`src/hw/rtl/hbmt_pkg.sv`:
```
// Package for the heartbeat membership table.
// Types, event codes, operation codes and table sizing. No dependencies.
package hbmt_pkg;
	localparam int TABLE_DEPTH = 32;
	localparam int IDX_W = $clog2(TABLE_DEPTH);
	localparam int CNT_W = $clog2(TABLE_DEPTH + 1);

	localparam logic [1:0] OP_UPDATE = 2'd0;
	localparam logic [1:0] OP_CHECK  = 2'd1;
	localparam logic [1:0] OP_EXPORT = 2'd2;

	localparam logic [2:0] EV_DONE    = 3'd0;
	localparam logic [2:0] EV_ADDED   = 3'd1;
	localparam logic [2:0] EV_FAILED  = 3'd2;
	localparam logic [2:0] EV_REMOVED = 3'd3;
	localparam logic [2:0] EV_LIST    = 3'd4;
	localparam logic [2:0] EV_FULL    = 3'd5;
	localparam logic [2:0] EV_NULL    = 3'd6;

	localparam logic REG_FAIL   = 1'b0;
	localparam logic REG_REMOVE = 1'b1;

	typedef struct packed {
		logic [31:0] id;
		logic [15:0] port;
		logic [31:0] hb;
		logic [31:0] stamp;
	} entry_t;

	typedef struct packed {
		logic [2:0]  ev;
		logic [31:0] id;
		logic [15:0] port;
		logic [31:0] hb;
		logic        last;
	} result_t;
endpackage

```
`src/hw/rtl/hbmt_ram.sv`:
```
// Entry memory of the membership table: one write port, one registered read port.
// Depends on hbmt_pkg.
module hbmt_ram
	import hbmt_pkg::*;
(
	input  logic             clk,
	input  logic             we,
	input  logic [IDX_W-1:0] waddr,
	input  entry_t           wdata,
	input  logic [IDX_W-1:0] raddr,
	output entry_t           rdata
);
	entry_t mem [TABLE_DEPTH];

	always_ff @(posedge clk) begin
		if (we) begin
			mem[waddr] <= wdata;
		end
		rdata <= mem[raddr];
	end
endmodule
```
`config.mk`:
```
export PLATFORM = sky130hd
export DESIGN_NAME = hbmt_ram
export DESIGN_NICKNAME = d
export VERILOG_FILES = /design/src/hw/rtl/hbmt_pkg.sv /design/src/hw/rtl/hbmt_ram.sv
export SDC_FILE = /design/constraint.sdc
export NUM_CORES = 2
export LEC_CHECK = 0
export BUFFER_PORTS_ARGS = -buffer_cell sky130_fd_sc_hd__buf_2
export CAP_MARGIN = 20
export CORE_MARGIN = 5
export CORE_UTILIZATION = 30
export CTS_CLUSTER_DIAMETER = 80
export DETAILED_ROUTE_END_ITERATION = 10
export HOLD_SLACK_MARGIN = 0.15
export SYNTH_ARGS = -nofsm -noshare
export SYNTH_HDL_FRONTEND = slang
export SYNTH_SLANG_ARGS = --single-unit
```
`constraint.sdc`:
```
create_clock -name clk -period 13.83 [get_ports clk]
set_input_delay 2.766 -clock clk [delete_from_list [all_inputs] [get_ports clk]]
set_output_delay 2.766 -clock clk [all_outputs]
set_load 0.03 [all_outputs]
```
Yosys cells after proc, flatten, opt, wreduce, memory -nomap -nowiden
Memory sizes are Yosys's and may differ from the RTL's. A register that Yosys moved wholly into a read port is not among the register bits.
Cells that the tools add are included.
{"block": "classes", "mux": 2}
{"op": "1-bit two-way mux", "n": 2}
{"block": "totals", "reg_bits": 0, "ramBits": 3584, "input_bits": 124, "out_inout_bits": 112, "wordCells": 3, "mem_count": 1}
{"name": "mem", "depth": 32, "word_bits": 112, "read_ports": 1, "rd_clocked_by_memory_dff": 1, "wr": 1, "line_no": "hbmt_ram.sv:13", "rtl": "entry_t mem [TABLE_DEPTH];"}

Longest topological paths before layout
{"block": "logic_depth", "ltp_word": 2, "mapped_depth": 9, "mapped_depth_nobuf": 4}

Worst setup path after synthesis
Ideal clock, no wire load.
{"block": "synth_path", "kind": "input port to flip-flop", "startpoint": "input waddr[1]", "endpoint": "memory mem[12][0] (netlist bit) (enable)", "setup_ns": 0.584, "t_arrival_ns": 8.086, "required_time_ns": 13.246, "path_slack_ns": 5.160, "path_stages": 3, "n_path_buf": 1, "cell_sequence": "or3b_2 -> clkbuf_1 -> nor2_1"}
{"element": "from (decl)", "line_no": "hbmt_ram.sv:8", "rtl": "input logic [IDX_W-1:0] waddr,"}
{"element": "to (decl)", "line_no": "hbmt_ram.sv:13"}
Straight into the memory's write port.

==> flow_summary_export.csv <==
group,metric,value,unit
clock_network,cts_buffer_depth,4,
worst_setup_path,r2r_end,"rdata[43]",
worst_setup_path,end_kind,"register",
worst_setup_path,crit_top_cell,"buf_4",
clock_network,cts-buffers-inserted,342,
floorplanning,die_area,0.474,mm^2
worst_setup_path,crit_chain,"buf_8 > buf_4 > buf_12 > buf_4 > mux4_2 > a22o_1 > a31oi_1 > nand3_1",
placement,post_dp_cell_area,0.147,mm^2
min_path,hold_end,"rdata[34]",
global_route,grt_max_degree,134,
timing,max_freq,0.165,GHz
global_route,use_met1,19.4,%
synthesis,syn_inst,6524,
synthesis,synth.distinct_cells,31,
detailed_routing,first_iter_violations,7169,
worst_setup_path,max_stage_delay,0.91,ns
floorplanning,start_util,30.1,%
detailed_routing,ant_nets,0,
timing,skew,0.0513,ns
placement,gp_congestion,0.749,
clock_network,ctsResizeCount,0,
run_status,outcome,"completed",
floorplanning,io_pins,236,
timing,finalCriticalPeriod,6.07,ns
placement,dp_hpwl,195000,um
worst_setup_path,path_class,"input port to register",
min_path,hp-start,"mem[4][34]",
synthesis,ys_ff_latch,3696,
global_route,use_met3,2.59,%
floorplanning,std_cell_rows,249,
worst_setup_path,cp.required,14.56,ns
synthesis,synth_fp_nets,6648,
power,powerDensity,146,mW/mm^2
timing,final.period_utilization,43.9,%
global_route,antenna_found_initial,83,
synthesis,ys_seq_area_share,79.5,%
worst_setup_path,cp_top_family,"buffers and inverters",
synthesis,syn_avg_cell_area,21.2,um^2
clock_network,htree_levels,5,
worst_setup_path,path_max_fanout,133,
finish,fillers,42317,
finish,drive_above_1_share,19.2,%
finish,nets,7012,
min_path,holdPathStages,4,
global_route,use_met2,26.8,%
global_route,overflow,0,
clock_network,post-cts-setup-buffers,0,
worst_setup_path,startpoint,"raddr[2]",
placement,io_buffer_count,235,
global_route,grt_pass1_wl,529000,um
floorplanning,core,0.460,mm^2
finish,area_growth,14.5,%
worst_setup_path,path_buf_inv,4,
worst_setup_path,reg2regPathDepth,3,
timing,relSlewSlack,22.2,%
finish,register_area,0.110,mm^2
detailed_routing,firstDrtPassIters,6,
clock_network,path_clk_slew,0.06,ns
clock_network,cts_sinks,3696,
clock_network,cts_root_buffer,"clkbuf_16",
timing,setup-tns-final,0,ns
timing,drv_slew,0,
floorplanning,die_y,689,um
synthesis,syn_area,0.138,mm^2
worst_setup_path,r2r_slack,12.05,ns
global_route,top_usage_layer,"met2",
min_path,hold_class,"register to register",
timing,finalHoldViolations,0,
finish,multi_input_area,0.0269,mm^2
floorplanning,die_w,689,um
clock_network,cts_tree,"yes",
detailed_routing,drc_errors,0,
timing,tightest_slew,1.16,ns
detailed_routing,via_count,68213,
worst_setup_path,cp_slowest_cell,"buf_4",
power,vdd_drop_max,0.101,mV
run,drv_cap,0,
global_route,grt_pass1_vias,68859,
worst_setup_path,arrival,6.80,ns
worst_setup_path,timing.rr.start,"mem[6][43]",
timing,setup_viol,0,
detailed_routing,wirelength,377000,um
global_route,grtUsageTotal,15.4,%
synthesis,yosys_warnings,0,
detailed_routing,via_per_inst,5.12,
power,power.leakage,50.7,nW
worst_setup_path,startpoint_type,"input port",
finish,final_area,0.158,mm^2
clock_network,clk_latency,0.91,ns
timing,rsz0062_at_grt,"false",
clock_network,cts_hold_buf,0,
detailed_routing,wl_per_cell,28.3,um
Yosys cell counts:
library cell	instances	area, um^2
or3_1	1	6.26
or3b_2	2	17.5
nor3_2	1	10.0
inv_1	1	3.75
nand4_1	50	313
a31oi_1	62	388
nand2_1	14	52.6
nand3b_1	5	37.5
a22oi_1	594	4460
mux2i_1	896	8970
buf_4	37	278
and3_1	1	6.26
a32oi_1	5	43.8
nand2b_1	1	6.26
nor3_1	4	20.0
nor2_1	46	173
dfxtp_1	112	2240
mux4_2	448	10100
and3b_1	1	8.76
and2_1	10	62.6
edfxtp_1	3584	108000
buf_6	23	259
buf_2	136	681
buf_1	27	101
nor2b_1	15	93.8
nand3_1	226	1130
clkbuf_1	146	548
a22o_1	62	543
clkbuf_4	1	7.51
a21oi_1	11	55.1
clkbuf_2	2	10.0
worst max path at each step:
stage                 end  slack [ns]  cells after the start
6_report        rdata[58]        7.76                      8
5_1_grt         rdata[29]        7.68                      8
4_1_cts         rdata[29]        7.87                      8
3_5_place_dp    rdata[29]        6.88                      8
3_3_place_gp    rdata[29]        6.97                      8
2_1_floorplan  mem[12][0]        5.16                      3
cells by family after synthesis:
family                 Yosys count  share of synthesized area (%)
buffers and inverters          373                           1.37
flip-flops                    3696                           79.5
multiplexers                  1344                           13.8
AO/OA/AOI/OAI                  734                           3.97
AND/OR/NAND/NOR                377                           1.40
per-stage QoR:
stage	setup slack [ns]	std cells	hold WS [ns]	utilization (%)	total power (W)
after floorplan	5.16	6524	0.549	-	0.0134
after global placement	6.97	12685	0.621	32.0	0.0139
after detailed placement	6.88	12693	0.623	32.0	0.0140
after CTS	7.87	13313	0.641	34.4	0.0232
after global routing	7.68	13324	0.681	34.4	0.0238
final	7.76	13333	0.638	34.4	0.0231
layout by cell type (no fill, tap or decap), types with 3 or more instances in the layout:
master / count
edfxtp_1: 3584
mux2i_1: 896
a22oi_1: 594
mux4_2: 448
clkbuf_16: 351
buf_2: 232
nand3_1: 226
buf_4: 124
dfxtp_1: 112
clkbuf_1: 81
a22o_1: 62
a31oi_1: 62
clkinv_1: 62
clkinv_2: 53
nand4_1: 50
nor2_4: 37
bufinv_16: 32
buf_12: 28
diode_2: 20
clkbuf_8: 18
nand2_1: 14
inv_6: 12
a21oi_1: 11
nor2b_4: 7
and2_1: 7
nor2b_1: 6
clkinvlp_4: 6
nor2_2: 5
a32oi_1: 5
nand3b_1: 5
nor2_1: 4
buf_16: 4
nor3_2: 3
inv_8: 3
cell type report:
type / instances / area share [%]
Clock buffer: 450 / 5.90
Antenna cell: 20 / 0.0316
Tap cell: 6149 / 4.86
Sequential cell: 3696 / 69.4
Multi-Input combinational cell: 2455 / 17.0
Clock inverter: 170 / 1.05
Timing Repair Buffer: 392 / 1.78
Inverter: 1 / 0.00237
worst reg2reg max path, cell delays in order, from the launching register on:
cell      delay, ns
edfxtp_1       0.37
mux4_2         0.47
a22oi_1        0.36
nand4_1        0.35
power by group:
| part | internal, W | switching, W |
|---|---|---|
| combinational | 0.000366 | 0.000793 |
| clock | 0.00536 | 0.00401 |
| sequential | 0.0125 | 0.0000858 |
state kept, by name, indices dropped and copies added (netlist names):
| register | cells |
|---|---|
| mem | 3584 |
| rdata | 112 |
metal layers:
| metal | vias to the layer above | part of all wire, % | routed length [um] |
|---|---|---|---|
| met5 | - | 0.042 | 157 |
| met4 | 26 | 3.6 | 13600 |
| met3 | 735 | 6.8 | 25500 |
| met2 | 2670 | 51 | 191000 |
| met1 | 36701 | 39 | 147000 |
| li1 | 28081 | - | - |
No activity file was read; power rests on OpenSTA's default activity.
